===== config.mk =====
export PLATFORM = sky130hd
export DESIGN_NAME = dns_wire_name_to_text_top
export DESIGN_NICKNAME = d
export VERILOG_FILES = /design/src/hw/rtl/dwnt_pkg.sv /design/src/hw/rtl/dns_wire_name_to_text_top.sv /design/src/hw/rtl/dwnt_front.sv /design/src/hw/rtl/dwnt_queue.sv /design/src/hw/rtl/dwnt_back.sv
export SDC_FILE = /design/constraint.sdc
export NUM_CORES = 1
export LEC_CHECK = 0
export BUFFER_PORTS_ARGS = -buffer_cell sky130_fd_sc_hd__buf_2
export CORE_MARGIN = 2
export CORE_UTILIZATION = 30
export CTS_CLUSTER_DIAMETER = 100
export CTS_CLUSTER_SIZE = 30
export DETAILED_ROUTE_END_ITERATION = 7
export PLACE_DENSITY = 0.44
export RECOVER_POWER = 50
export SYNTH_ARGS = -nofsm -noshare
export SYNTH_HDL_FRONTEND = slang
export SYNTH_HIERARCHICAL = 1
export SYNTH_SLANG_ARGS = --single-unit

===== constraint.sdc =====
create_clock -name clk_i -period 14.55 [get_ports clk_i]
set_input_delay 2.1825 -clock clk_i [delete_from_list [all_inputs] [get_ports clk_i]]
set_output_delay 2.1825 -clock clk_i [all_outputs]
set_load 0.05 [all_outputs]

===== src/hw/rtl/dwnt_pkg.sv =====
// ----------------------------------------------------------------------------
// DNS name to text: shared package
// Types, character constants and helper functions used by the front end,
// the command queue and the character generator.
// ----------------------------------------------------------------------------
`default_nettype none

package dwnt_pkg;

  // Width fixed by the length limit register and the consumed-bytes field
  localparam int unsigned LIMIT_W     = 10;
  localparam logic [LIMIT_W-1:0] LIMIT_RESET = 10'd490;

  // Escape form is four characters; the check leaves room for one more
  localparam int unsigned ESC_CHARS   = 4;
  localparam int unsigned ESC_MARGIN  = 5;

  // Command queue depth between front end and generator
  localparam int unsigned QUEUE_DEPTH = 4;

  // Characters
  localparam logic [7:0] CH_LBRACE = 8'h7B;
  localparam logic [7:0] CH_RBRACE = 8'h7D;
  localparam logic [7:0] CH_DOT    = 8'h2E;
  localparam logic [7:0] CH_DASH   = 8'h2D;
  localparam logic [7:0] CH_UNDER  = 8'h5F;
  localparam logic [7:0] CH_ZERO   = 8'h30;
  localparam logic [7:0] CH_NINE   = 8'h39;
  localparam logic [7:0] CH_LA     = 8'h61;
  localparam logic [7:0] CH_LZ     = 8'h7A;
  localparam logic [7:0] CH_UA     = 8'h41;
  localparam logic [7:0] CH_UZ     = 8'h5A;

  // Parser phase
  typedef enum logic [1:0] {
    PH_IDLE   = 2'd0,
    PH_LENGTH = 2'd1,
    PH_LABEL  = 2'd2
  } phase_e;

  // Result status codes
  typedef enum logic [1:0] {
    ST_CHAR  = 2'd0,
    ST_DONE  = 2'd1,
    ST_ERROR = 2'd2
  } status_e;

  // Leading part of the results of one item
  typedef enum logic [1:0] {
    BODY_NONE  = 2'd0,
    BODY_PLAIN = 2'd1,
    BODY_ESC   = 2'd2,
    BODY_DONE  = 2'd3
  } body_e;

  // Trailing result of one item
  typedef enum logic [1:0] {
    TAIL_NONE = 2'd0,
    TAIL_DOT  = 2'd1,
    TAIL_ERR  = 2'd2
  } tail_e;

  // Command passed from the front end to the generator
  typedef struct packed {
    body_e              body;
    tail_e              tail;
    logic [7:0]         data;
    logic [LIMIT_W-1:0] consumed;
  } cmd_t;

  // Lower-case hex digit
  function automatic logic [7:0] hex_digit(input logic [3:0] v);
    hex_digit = (v < 4'd10) ? (CH_ZERO + {4'd0, v}) : (CH_LA + {4'd0, v} - 8'd10);
  endfunction

  // Letter, digit, dash or underscore
  function automatic logic plain_char(input logic [7:0] b);
    plain_char = (b >= CH_ZERO && b <= CH_NINE) || (b >= CH_LA && b <= CH_LZ) ||
                 (b >= CH_UA && b <= CH_UZ) || b == CH_DASH || b == CH_UNDER;
  endfunction

endpackage

`default_nettype wire


===== src/hw/rtl/dns_wire_name_to_text_top.sv =====
// An accepted item goes into the command queue, then its results into the output register.
// One result per cycle unless stalled; an item has 0 to 5 results (escape + dot is 5).
// The four-entry command queue lets input items enter every cycle while it has room.
// Reset (rst_ni low, asynchronous): parser idle, counters zero, queue empty, limit 490.
// ----------------------------------------------------------------------------
// DNS name to text: top level
// Converts wire-format DNS name bytes into printable text characters with
// terminator and overflow results.
// ----------------------------------------------------------------------------
`default_nettype none

module dns_wire_name_to_text_top import dwnt_pkg::*; #(
  parameter int unsigned COUNT_WIDTH = 10
) (
  input  wire logic               clk_i,
  input  wire logic               rst_ni,
  // Configuration: length_limit
  input  wire logic               cfg_we_i,
  input  wire logic [LIMIT_W-1:0] cfg_wdata_i,
  // Input stream
  input  wire logic               s_axis_tvalid_i,
  output logic                    s_axis_tready_o,
  input  wire logic [7:0]         s_axis_tdata_i,  // [7:0] name_byte
  input  wire logic               s_axis_tuser_i,  // [0] start_of_name
  // Output stream
  output logic                    m_axis_tvalid_o,
  input  wire logic               m_axis_tready_i,
  output logic [23:0]             m_axis_tdata_o,  // [7:0] text_char, [17:8] bytes_consumed
  output logic [1:0]              m_axis_tuser_o,  // [1:0] status
  output logic                    m_axis_tlast_o   // last
);

  logic       full, push, pop, head_valid, in_accept;
  cmd_t       push_cmd, head_cmd;
  logic [7:0] text_char;
  logic [LIMIT_W-1:0] consumed;

  assign s_axis_tready_o = !full;
  assign in_accept       = s_axis_tvalid_i && s_axis_tready_o;

  // Parse and classify
  dwnt_front #(
    .COUNT_WIDTH(COUNT_WIDTH)
  ) u_front (
    .clk_i       (clk_i),
    .rst_ni      (rst_ni),
    .cfg_we_i    (cfg_we_i),
    .cfg_wdata_i (cfg_wdata_i),
    .accept_i    (in_accept),
    .name_byte_i (s_axis_tdata_i),
    .start_i     (s_axis_tuser_i),
    .push_o      (push),
    .cmd_o       (push_cmd)
  );

  // Buffer commands
  dwnt_queue u_queue (
    .clk_i      (clk_i),
    .rst_ni     (rst_ni),
    .push_i     (push),
    .push_cmd_i (push_cmd),
    .full_o     (full),
    .pop_i      (pop),
    .head_cmd_o (head_cmd),
    .valid_o    (head_valid)
  );

  // Generate characters
  dwnt_back u_back (
    .clk_i        (clk_i),
    .rst_ni       (rst_ni),
    .head_cmd_i   (head_cmd),
    .head_valid_i (head_valid),
    .pop_o        (pop),
    .out_valid_o  (m_axis_tvalid_o),
    .out_ready_i  (m_axis_tready_i),
    .text_char_o  (text_char),
    .status_o     (m_axis_tuser_o),
    .consumed_o   (consumed),
    .last_o       (m_axis_tlast_o)
  );

  assign m_axis_tdata_o = {6'd0, consumed, text_char};

endmodule

`default_nettype wire


===== src/hw/rtl/dwnt_front.sv =====
// ----------------------------------------------------------------------------
// DNS name to text: front end
// Parses length and content bytes, runs the limit checks and turns each
// content byte or name end into one command for the character generator.
// ----------------------------------------------------------------------------
`default_nettype none

module dwnt_front import dwnt_pkg::*; #(
  parameter int unsigned COUNT_WIDTH = 10
) (
  input  wire logic               clk_i,
  input  wire logic               rst_ni,
  input  wire logic               cfg_we_i,
  input  wire logic [LIMIT_W-1:0] cfg_wdata_i,
  input  wire logic               accept_i,
  input  wire logic [7:0]         name_byte_i,
  input  wire logic               start_i,
  output logic                    push_o,
  output cmd_t                    cmd_o
);

  localparam int unsigned CW = COUNT_WIDTH;
  localparam int unsigned EW = ((CW > LIMIT_W) ? CW : LIMIT_W) + 1;

  logic [LIMIT_W-1:0] lim_q;
  phase_e             phase_q, phase_d, ph_eff;
  logic [6:0]         lr_q, lr_d;
  logic [CW-1:0]      idx_q, idx_d, oc_q, oc_d;
  logic [CW-1:0]      idx_len, oc_cur, oc1;
  logic [EW-1:0]      lim_x, oc5_x, idx_len_x;

  // Saturating counter add
  function automatic logic [CW-1:0] sat_inc(input logic [CW-1:0] v, input logic [2:0] by);
    logic [CW:0] s;
    s = {1'b0, v} + {{(CW-2){1'b0}}, by};
    sat_inc = s[CW] ? {CW{1'b1}} : s[CW-1:0];
  endfunction

  // Counter at or above the limit
  function automatic logic at_lim(input logic [CW-1:0] v, input logic [EW-1:0] lim);
    at_lim = {{(EW-CW){1'b0}}, v} >= lim;
  endfunction

  assign lim_x     = {{(EW-LIMIT_W){1'b0}}, lim_q};
  assign oc5_x     = {{(EW-CW){1'b0}}, oc_q} + EW'(ESC_MARGIN);
  assign ph_eff    = start_i ? PH_LENGTH : phase_q;
  assign idx_len   = start_i ? '0 : sat_inc(idx_q, 3'd1);
  assign oc_cur    = start_i ? '0 : oc_q;
  assign idx_len_x = {{(EW-CW){1'b0}}, idx_len};

  // Parse one item and build its command
  always_comb begin
    phase_d      = phase_q;
    lr_d         = lr_q;
    idx_d        = idx_q;
    oc_d         = oc_q;
    oc1          = oc_q;
    push_o       = 1'b0;
    cmd_o.body     = BODY_NONE;
    cmd_o.tail     = TAIL_NONE;
    cmd_o.data     = name_byte_i;
    cmd_o.consumed = '0;
    if (accept_i) begin
      if (start_i) begin
        idx_d = '0;
        oc_d  = '0;
        lr_d  = '0;
      end
      case (ph_eff)
        PH_LENGTH: begin
          idx_d = idx_len;
          if (name_byte_i == 8'd0 || name_byte_i[7]) begin
            // End of name
            phase_d = PH_IDLE;
            push_o  = 1'b1;
            if (at_lim(oc_cur, lim_x)) begin
              cmd_o.tail = TAIL_ERR;
            end else begin
              cmd_o.body     = BODY_DONE;
              cmd_o.consumed = idx_len_x[LIMIT_W-1:0];
            end
          end else begin
            lr_d    = name_byte_i[6:0];
            phase_d = PH_LABEL;
          end
        end
        PH_LABEL: begin
          push_o = 1'b1;
          if (at_lim(idx_q, lim_x) || at_lim(oc_q, lim_x)) begin
            cmd_o.tail = TAIL_ERR;
            phase_d    = PH_IDLE;
          end else begin
            idx_d = sat_inc(idx_q, 3'd1);
            if (plain_char(name_byte_i)) begin
              cmd_o.body = BODY_PLAIN;
              oc1        = sat_inc(oc_q, 3'd1);
            end else if (oc5_x >= lim_x) begin
              cmd_o.tail = TAIL_ERR;
              phase_d    = PH_IDLE;
            end else begin
              cmd_o.body = BODY_ESC;
              oc1        = sat_inc(oc_q, 3'(ESC_CHARS));
            end
            if (cmd_o.tail == TAIL_NONE) begin
              lr_d = lr_q - 7'd1;
              oc_d = oc1;
              // Close the label with a dot
              if (lr_q == 7'd1) begin
                if (at_lim(oc1, lim_x)) begin
                  cmd_o.tail = TAIL_ERR;
                  phase_d    = PH_IDLE;
                end else begin
                  cmd_o.tail = TAIL_DOT;
                  oc_d       = sat_inc(oc1, 3'd1);
                  phase_d    = PH_LENGTH;
                end
              end
            end
          end
        end
        default: begin
          // Idle: drop the item
        end
      endcase
    end
  end

  // Parser state and limit register
  always_ff @(posedge clk_i or negedge rst_ni) begin
    if (!rst_ni) begin
      lim_q   <= LIMIT_RESET;
      phase_q <= PH_IDLE;
      lr_q    <= '0;
      idx_q   <= '0;
      oc_q    <= '0;
    end else begin
      if (cfg_we_i) begin
        lim_q <= cfg_wdata_i;
      end
      phase_q <= phase_d;
      lr_q    <= lr_d;
      idx_q   <= idx_d;
      oc_q    <= oc_d;
    end
  end

endmodule

`default_nettype wire


===== src/hw/rtl/dwnt_queue.sv =====
// ----------------------------------------------------------------------------
// DNS name to text: command queue
// Small first-in first-out buffer that decouples the front end from the
// character generator.
// ----------------------------------------------------------------------------
`default_nettype none

module dwnt_queue import dwnt_pkg::*; (
  input  wire logic clk_i,
  input  wire logic rst_ni,
  input  wire logic push_i,
  input  wire cmd_t push_cmd_i,
  output logic      full_o,
  input  wire logic pop_i,
  output cmd_t      head_cmd_o,
  output logic      valid_o
);

  localparam int unsigned PTR_W = $clog2(QUEUE_DEPTH);

  cmd_t           mem_q [QUEUE_DEPTH];
  logic [PTR_W-1:0] wr_q, rd_q;
  logic [PTR_W:0]   cnt_q;
  logic             do_push, do_pop;

  assign full_o     = cnt_q == (PTR_W+1)'(QUEUE_DEPTH);
  assign valid_o    = cnt_q != '0;
  assign head_cmd_o = mem_q[rd_q];
  assign do_push    = push_i && !full_o;
  assign do_pop     = pop_i && valid_o;

  // Store entries
  always_ff @(posedge clk_i) begin
    if (do_push) begin
      mem_q[wr_q] <= push_cmd_i;
    end
  end

  // Advance pointers and fill count
  always_ff @(posedge clk_i or negedge rst_ni) begin
    if (!rst_ni) begin
      wr_q  <= '0;
      rd_q  <= '0;
      cnt_q <= '0;
    end else begin
      if (do_push) begin
        wr_q <= wr_q + 1'b1;
      end
      if (do_pop) begin
        rd_q <= rd_q + 1'b1;
      end
      case ({do_push, do_pop})
        2'b10:   cnt_q <= cnt_q + 1'b1;
        2'b01:   cnt_q <= cnt_q - 1'b1;
        default: cnt_q <= cnt_q;
      endcase
    end
  end

endmodule

`default_nettype wire


===== src/hw/rtl/dwnt_back.sv =====
// ----------------------------------------------------------------------------
// DNS name to text: character generator
// Expands each queued command into its result items, one per cycle while the
// output is not stalled, into a registered output stage.
// ----------------------------------------------------------------------------
`default_nettype none

module dwnt_back import dwnt_pkg::*; (
  input  wire logic               clk_i,
  input  wire logic               rst_ni,
  input  wire cmd_t               head_cmd_i,
  input  wire logic               head_valid_i,
  output logic                    pop_o,
  output logic                    out_valid_o,
  input  wire logic               out_ready_i,
  output logic [7:0]              text_char_o,
  output logic [1:0]              status_o,
  output logic [LIMIT_W-1:0]      consumed_o,
  output logic                    last_o
);

  logic [2:0]         step_q, step_d;
  logic [2:0]         body_n, total;
  logic               tail_n, at_last, load;
  logic               out_valid_q, out_valid_d;
  logic [7:0]         char_d, char_q;
  status_e            status_d, status_q;
  logic [LIMIT_W-1:0] cons_d, cons_q;
  logic               last_q;

  // Result count of the head command
  always_comb begin
    case (head_cmd_i.body)
      BODY_PLAIN: body_n = 3'd1;
      BODY_ESC:   body_n = 3'(ESC_CHARS);
      BODY_DONE:  body_n = 3'd1;
      default:    body_n = 3'd0;
    endcase
    tail_n  = head_cmd_i.tail != TAIL_NONE;
    total   = body_n + {2'd0, tail_n};
    at_last = step_q == (total - 3'd1);
  end

  // Select the result for the current step
  always_comb begin
    char_d   = 8'd0;
    status_d = ST_CHAR;
    cons_d   = '0;
    if (step_q < body_n) begin
      case (head_cmd_i.body)
        BODY_PLAIN: char_d = head_cmd_i.data;
        BODY_DONE: begin
          status_d = ST_DONE;
          cons_d   = head_cmd_i.consumed;
        end
        BODY_ESC: begin
          case (step_q[1:0])
            2'd0:    char_d = CH_LBRACE;
            2'd1:    char_d = hex_digit(head_cmd_i.data[7:4]);
            2'd2:    char_d = hex_digit(head_cmd_i.data[3:0]);
            default: char_d = CH_RBRACE;
          endcase
        end
        default: char_d = 8'd0;
      endcase
    end else begin
      case (head_cmd_i.tail)
        TAIL_DOT: char_d   = CH_DOT;
        TAIL_ERR: status_d = ST_ERROR;
        default:  char_d   = 8'd0;
      endcase
    end
  end

  // Step sequencing and output handshake
  assign load        = head_valid_i && (!out_valid_q || out_ready_i);
  assign pop_o       = load && at_last;
  assign step_d      = load ? (at_last ? 3'd0 : step_q + 3'd1) : step_q;
  assign out_valid_d = load ? 1'b1 : (out_ready_i ? 1'b0 : out_valid_q);

  always_ff @(posedge clk_i or negedge rst_ni) begin
    if (!rst_ni) begin
      step_q      <= '0;
      out_valid_q <= 1'b0;
    end else begin
      step_q      <= step_d;
      out_valid_q <= out_valid_d;
    end
  end

  // Hold the output item until taken
  always_ff @(posedge clk_i) begin
    if (load) begin
      char_q   <= char_d;
      status_q <= status_d;
      cons_q   <= cons_d;
      last_q   <= at_last;
    end
  end

  assign out_valid_o = out_valid_q;
  assign text_char_o = char_q;
  assign status_o    = status_q;
  assign consumed_o  = cons_q;
  assign last_o      = last_q;

endmodule

`default_nettype wire


# Yosys cells after proc, flatten, opt, wreduce, memory -nomap -nowiden
# Memory sizes are Yosys's and may differ from the RTL's.
# Cells that the tools add are included.
# totals
reg_bits	71
ramBits	88
input_bits	24
output_inout_bits	29
word_cells	165
memories	1
# op_classes
n_addsub	19
magnitude_cmp	14
eq_ne	16
mux	73
n_reduce_logical	28
# mem_list
memory	depth	word_bits	rd	rd_ports_with_merged_regs	write_ports	line	rtl
u_queue.mem_q	4	22	1	0	1	dwnt_queue.sv:21	cmd_t mem_q [QUEUE_DEPTH];
# op_table
cell	n
$mux 10	22
$mux 2	23
$ge 10x10->1	4
$add 10x1->11 const B	3
$mux 7	4
$mux 8	3
$pmux 8 s3	1
$add 10x3->11 const B	2
$pmux 10 s2	1
$add 7x4->8 const A	2
$ge 8x7->1 const B	2
$le 8x7->1 const B	2
$pmux 8 s2	1
$sub 8x4->8 const B	2
$add 6x4->7 const A	2
$pmux 7 s2	1
$eq 2x2->1 const B	6
$pmux 3 s2	2
$ge 11x10->1	1
$eq 2x1->1 const B	5
$eq 8x6->1 const B	1
$eq 8x7->1 const B	1
$ge 8x6->1 const B	1
$le 8x6->1 const B	1
26 further kinds	57

# Logic depth before layout (Yosys ltp)
# depth
ltp_word	17
depth_mapped	25
ltp_nobuf	23

# By module
# The synthesis kept the hierarchy.
# by_module_without_submodules
mod	n_inst	cells_each	area_each_um2	seq_area_each_um2
dwnt_front	1	565	4485.6	983.4
dwnt_queue	1	152	3637.2	2817.7
dwnt_back	1	141	1515.2	730.7
dns_wire_name_to_text_top	1	9	58.8	0.0

# Worst setup path before layout
# OpenSTA, ideal clock, no wires.
# synth_timing
path_kind	input to register
from	input port s_axis_tdata_i[1]
to	register u_front.oc_q[7]
setup_ns	0.126
t_arrival_ns	5.524
t_required_ns	14.424
path_slack_ns	8.899
path_stages	17
n_path_buf	0
path_cell_list	and4b_1 -> a21oi_1 -> or4_4 -> a21oi_4 -> a2111o_1 -> o211ai_2 -> ha_1 -> a21o_1 -> a21oi_1 -> o21ai_0 -> a31oi_1 -> o21ai_1 -> nor3b_2 -> nand4_4 -> or3_1 -> xor2_1 -> a21oi_2
# synth_between
elab_chain_cells	17
elab_cells_between_ends	32
cone_classes	add/sub: 1; order compare: 7; eq/ne: 2; mux: 14; reduce/logical: 8
# synth_rtl
element	line	rtl
from (decl)	dns_wire_name_to_text_top.sv:23	input wire logic [7:0] s_axis_tdata_i,
$ge 8x6->1, or another cell as far along	dwnt_pkg.sv:78	plain_char = (b >= CH_ZERO && b <= CH_NINE) || (b >= CH_LA && b <= CH_LZ) ||
$logic_and 1x1->1	dwnt_pkg.sv:78	
$logic_or 1x1->1 (2 in a row)	dwnt_pkg.sv:78	
$logic_or 1x1->1	dwnt_pkg.sv:79	(b >= CH_UA && b <= CH_UZ) || b == CH_DASH || b == CH_UNDER;
$logic_or 1x1->1 *	dwnt_pkg.sv:79	
$mux 10	dwnt_front.sv:94	if (plain_char(name_byte_i)) begin
$mux 10	dwnt_front.sv:89	if (at_lim(idx_q, lim_x) || at_lim(oc_q, lim_x)) begin
$mux 10	dwnt_front.sv:69	case (ph_eff)
$mux 10	dwnt_front.sv:63	if (accept_i) begin
$add 10x1->11	dwnt_front.sv:35	s = {1'b0, v} + {{(CW-2){1'b0}}, by};
$mux 10	dwnt_front.sv:36	sat_inc = s[CW] ? {CW{1'b1}} : s[CW-1:0];
$mux 10	dwnt_front.sv:109	if (at_lim(oc1, lim_x)) begin
$mux 10	dwnt_front.sv:108	if (lr_q == 7'd1) begin
$mux 10 *	dwnt_front.sv:104	if (cmd_o.tail == TAIL_NONE) begin
$mux 10 *	dwnt_front.sv:89	
$mux 10 *	dwnt_front.sv:69	
to (signal assigned)	dwnt_front.sv:135	oc_q <= '0;
to (signal assigned)	dwnt_front.sv:143	oc_q <= oc_d;
to (decl)	dwnt_front.sv:28	logic [CW-1:0] idx_q, idx_d, oc_q, oc_d;
# Every way passes the cells marked *; elsewhere a longest branch is shown, timed or not. The select of a mux whose other input is x is not followed.
# A chain may end at the register's enable or synchronous reset.

# Final worst setup path
# layout_timing
from	input port s_axis_tuser_i
to	register u_queue.cnt_q[2]
# layout_between
elab_chain_cells	7
elab_cells_between_ends	10
cone_classes	eq/ne: 4; mux: 4; reduce/logical: 2
# layout_rtl
element	line	rtl
from (decl)	dns_wire_name_to_text_top.sv:24	input wire logic s_axis_tuser_i,
$mux 2 *	dwnt_front.sv:46	assign ph_eff = start_i ? PH_LENGTH : phase_q;
$eq 2x2->1 or $eq 2x1->1 (tied branches)	dwnt_front.sv:69	
$pmux 1 s2 *	dwnt_front.sv:69	
$mux 1 *	dwnt_front.sv:63	
named net push	dns_wire_name_to_text_top.sv:33	logic full, push, pop, head_valid, in_accept;
$logic_and 1x1->1 *	dwnt_queue.sv:29	assign do_push = push_i && !full_o;
$eq 2x1->1 or $eq 2x2->1 (tied branches)	dwnt_queue.sv:52	case ({do_push, do_pop})
$pmux 3 s2 or $reduce_bool 2->1 (tied branches)	n/a	
to (signal assigned)	dwnt_queue.sv:53	2'b10: cnt_q <= cnt_q + 1'b1;
to (signal assigned)	dwnt_queue.sv:54	2'b01: cnt_q <= cnt_q - 1'b1;
to (signal assigned)	dwnt_queue.sv:55	default: cnt_q <= cnt_q;
to (decl)	dwnt_queue.sv:23	logic [PTR_W:0] cnt_q;
# Mark *: on every way through the listed nets, which the timed path passes. The rest lies on a longest branch.

==> run summary <==
Inserted Clock Buffers -> 17
cell area after technology mapping -> 0.00970 mm2
setup repair after global routing missed its margin -> no
nature of the critical path startpoint -> primary input
number of endpoints failing setup at the final stage -> 0
number of synthesized flops with an enable pin -> 109
number of max-slew violations in the final report -> 76
synthesized netlist cell count -> 867
chip height -> 184 um
run status -> finished, violations left
switching power -> 0.801 mW
number of buffer cells added on primary ports -> 46
number of sinks handled by clock tree synthesis -> 159
Final Hold Violating Endpoints -> 0
internal portion of total power -> 1.09 mW
TritonCTS clock tree -> yes
final total power -> 1.89 mW
critical setup path kind -> in -> reg
portion of the clock cycle consumed by the worst path in the final layout -> 0.438
syn avg cell area -> 11.2 um2
hold-fix buffer count after cts -> 0
standard cell with the maximum stage delay on the critical path -> sky130_fd_sc_hd__clkbuf_1
Initial DRT Pass Iterations -> 5
setup bufs post-CTS -> 0
post-detailed-route wirelength per cell -> 18.2 um
crit path cell chain -> clkbuf_1, inv_1, nand2_1, ha_1, nor2b_1, nand2_1, nand2_1, nor2b_2, inv_1, ha_1, inv_1, fa_1, xor2_1, nor2_1, xor2_1
shortest period the worst path allows -> 6.37 ns
fraction of synthesized cell area taken by the top area cell type -> 0.338
YS warnings -> 6
die area -> 0.0338 mm2
number of standard-cell rows in the floorplan -> 65
DPL Wire Length -> 17000 um
Synth-to-Final Area Change -> 10.6%
GRT Total Usage -> 0.149
Leak -> 4.26 nW
async set-or-reset flop fraction in the synthesized netlist -> 0.314
vias per cell -> 5.15
Crit path largest cell delay -> 0.92 ns
headroom to the max-slew limit -> -1.18
Remaining DRCs -> 0
final worst-path setup slack -> 8.18 ns
fraction of layout instances using a drive strength above 1 -> 0.138
highest achievable clock rate -> 0.157 GHz
Clock Pin Slew Worst Setup and Hold Paths -> 0.07 ns
pre-CTS WS -> 8.13 ns
I/O pin count -> 53
portion of the post-synthesis area used by sequential elements -> 0.467
relative contribution of the clock network to total power -> 0.231
number of stages on the worst setup path -> 15
number of diodes -> 0
library cell used as clock root buffer -> sky130_fd_sc_hd__clkbuf_16
H-tree level count -> 4
worst slew pin tran -> 3.27 ns
count of cell types in the netlist -> 93
antenna violations before repair -> 0
worst reg-to-reg path cell count -> 22
final-layout setup total negative slack -> 0 ns
pin count of the biggest net entering global routing -> 51
initial standard-cell utilization of the core -> 0.306
wire length of the first global-routing pass -> 38900 um
clock latency of the later-clocked register in the worst-skew pair -> 0.43 ns
ys flop type -> sky130_fd_sc_hd__edfxtp_1
detailed-route wire length -> 23900 um
Net Sw Frac -> 0.423
largest clock skew in the final design -> 0.0144 ns
number of cells upsized or downsized after cts -> 0
post-route ant nets -> 0
Hold Path Stages -> 2
sort of element at the end of the critical path -> register
worst vdd rail ir drop -> 0.0787 mV
number of global-route vias before repair -> 6892
critical path arrival -> 6.68 ns
data required time of the critical path -> 14.86 ns
maximum fanout along the worst path -> 24
Vias -> 6758
number of register bits inferred by synthesis -> 159
class of the tightest hold or removal check -> reg -> reg
cell taking the most area after synthesis -> sky130_fd_sc_hd__edfxtp_1
CTS Buffer Depth -> 2
grt total ovfl -> 0
post-placement cell count -> 1281
max-cap violations -> 2
drt initial violations -> 461
dominant cells by area after synthesis -> sky130_fd_sc_hd__edfxtp_1 (34%), sky130_fd_sc_hd__dfrtp_1 (11%), sky130_fd_sc_hd__ha_1 (9.8%)
failing checks -> max-capacitance violations, max-slew violations
placer's final routability congestion estimate -> 0.844
combined buffer and inverter count along the critical path -> 4
die boundary width -> 184 um
kind of cell adding the most delay to the critical path -> simple AND/OR/NAND/NOR gates
Final nets -> 999
total power per unit cell area -> 176 mW/mm2
Layout Cells excl Fill -> 1313
placeable core region -> 0.0317 mm2
Comb power frac -> 0.429
fraction of power consumed by sequential logic -> 0.340
final timing paths:
kind | startpoint | to | slack (ns)
hold reg to reg | u_front/phase_q[0] | u_front/phase_q[0] | 0.47
setup reg to reg | u_front/oc_q[2] | u_front/oc_q[6] | 8.65
min in group asynchronous | rst_ni | u_front/oc_q[1] | 2.94
hold / removal | u_front/phase_q[0] | u_front/phase_q[0] | 0.47
max in group asynchronous | rst_ni | u_front/phase_q[1] | 9.76
setup / recovery | s_axis_tuser_i | u_queue/cnt_q[2] | 8.18
flip-flops by register name, indices dropped and copies added (netlist names):
signal / count
u_back/status_o: 2
u_front/phase_q: 2
u_back/consumed_o: 10
u_back/out_valid_o: 1
u_back/last_o: 1
u_queue/mem_q: 88
u_front/lr_q: 7
u_back/text_char_o: 8
u_front/lim_q: 10
u_queue/rd_q: 2
u_back/step_q: 3
u_queue/cnt_q: 3
u_front/oc_q: 10
u_queue/wr_q: 2
u_front/idx_q: 10
area by class of cell:
| type | count | area [um2] |
|---|---|---|
| fillers | 3219 | 21000 |
| multi-input cells | 617 | 4680 |
| flip-flops and latches | 159 | 4530 |
| well taps | 402 | 503 |
| clock buffers | 17 | 425 |
| repair buffers | 55 | 250 |
| inverters | 48 | 180 |
| clock inverters | 15 | 154 |
routing by layer:
layer / vias up / routed length [um] / track usage
met1: 3318 / 11300 / 0.192
li1: 3285 / - / -
met3: 29 / 739 / 0.0283
met5: - / 0 / 0
met4: 0 / 357 / 0.0429
met2: 126 / 11600 / 0.256
metrics by stage:
stage,cell area (um2),util,hold WS (ns)
finish,10700,0.338,0.474
global route,10700,0.338,0.515
CTS,10800,0.341,0.482
detailed placement,10200,0.322,0.468
global placement,10200,0.322,0.470
floorplan,9720,-,0.440
layout by cell type (no fill, tap or decap), types with 12 or more instances in the layout:
master / count
sky130_fd_sc_hd__nand2_1: 70
sky130_fd_sc_hd__a21oi_1: 37
sky130_fd_sc_hd__inv_1: 48
sky130_fd_sc_hd__nand3_1: 25
sky130_fd_sc_hd__dfrtp_1: 44
sky130_fd_sc_hd__nor2b_1: 15
sky130_fd_sc_hd__clkbuf_1: 34
sky130_fd_sc_hd__xnor2_1: 14
sky130_fd_sc_hd__clkbuf_16: 17
sky130_fd_sc_hd__ha_1: 76
sky130_fd_sc_hd__mux4_2: 18
sky130_fd_sc_hd__edfxtp_1: 109
sky130_fd_sc_hd__o21ai_0: 59
sky130_fd_sc_hd__buf_2: 14
sky130_fd_sc_hd__a22oi_1: 12
sky130_fd_sc_hd__xor2_1: 14
sky130_fd_sc_hd__nor2_1: 59
tightest hold or removal path: cells and delay by family (launching register included):
kind	cells	cell delay, ns
AOI/OAI and AO/OA	1	0.06
DFF	1	0.34
and+or+nand+nor	1	0.05
cells by family after synthesis:
family | count (synthesis) | share of synthesized area
mux | 34 | 0.0655
fa+ha+maj | 77 | 0.100
compound gates | 215 | 0.152
buf+inv | 96 | 0.0484
xor+xnor | 28 | 0.0253
flops | 159 | 0.467
other cells | 1 | 0.000387
simple gates | 257 | 0.141
Yosys cell counts (all sizes together), types with 11 or more instances:
master,n
nor2,61
clkbuf,24
dfrtp,44
xnor2,14
ha,76
and3,22
edfxtp,109
buf,24
nand3,25
o21ai,69
nor2b,16
inv,48
a211oi,12
a22oi,12
mux4,22
nand2,71
xor2,14
a21oi,44
nor3,11
and2,11
power by group through the flow:
stage          combinational (mW)  clock, mW  sequential (mW)
6_report                    0.811      0.438            0.644
5_1_grt                     0.911      0.472            0.653
4_1_cts                     0.843      0.452            0.643
3_5_place_dp                0.840          0            0.653
3_3_place_gp                0.837          0            0.653
2_1_floorplan               0.589          0            0.714
(Power assumes the default switching activity.)
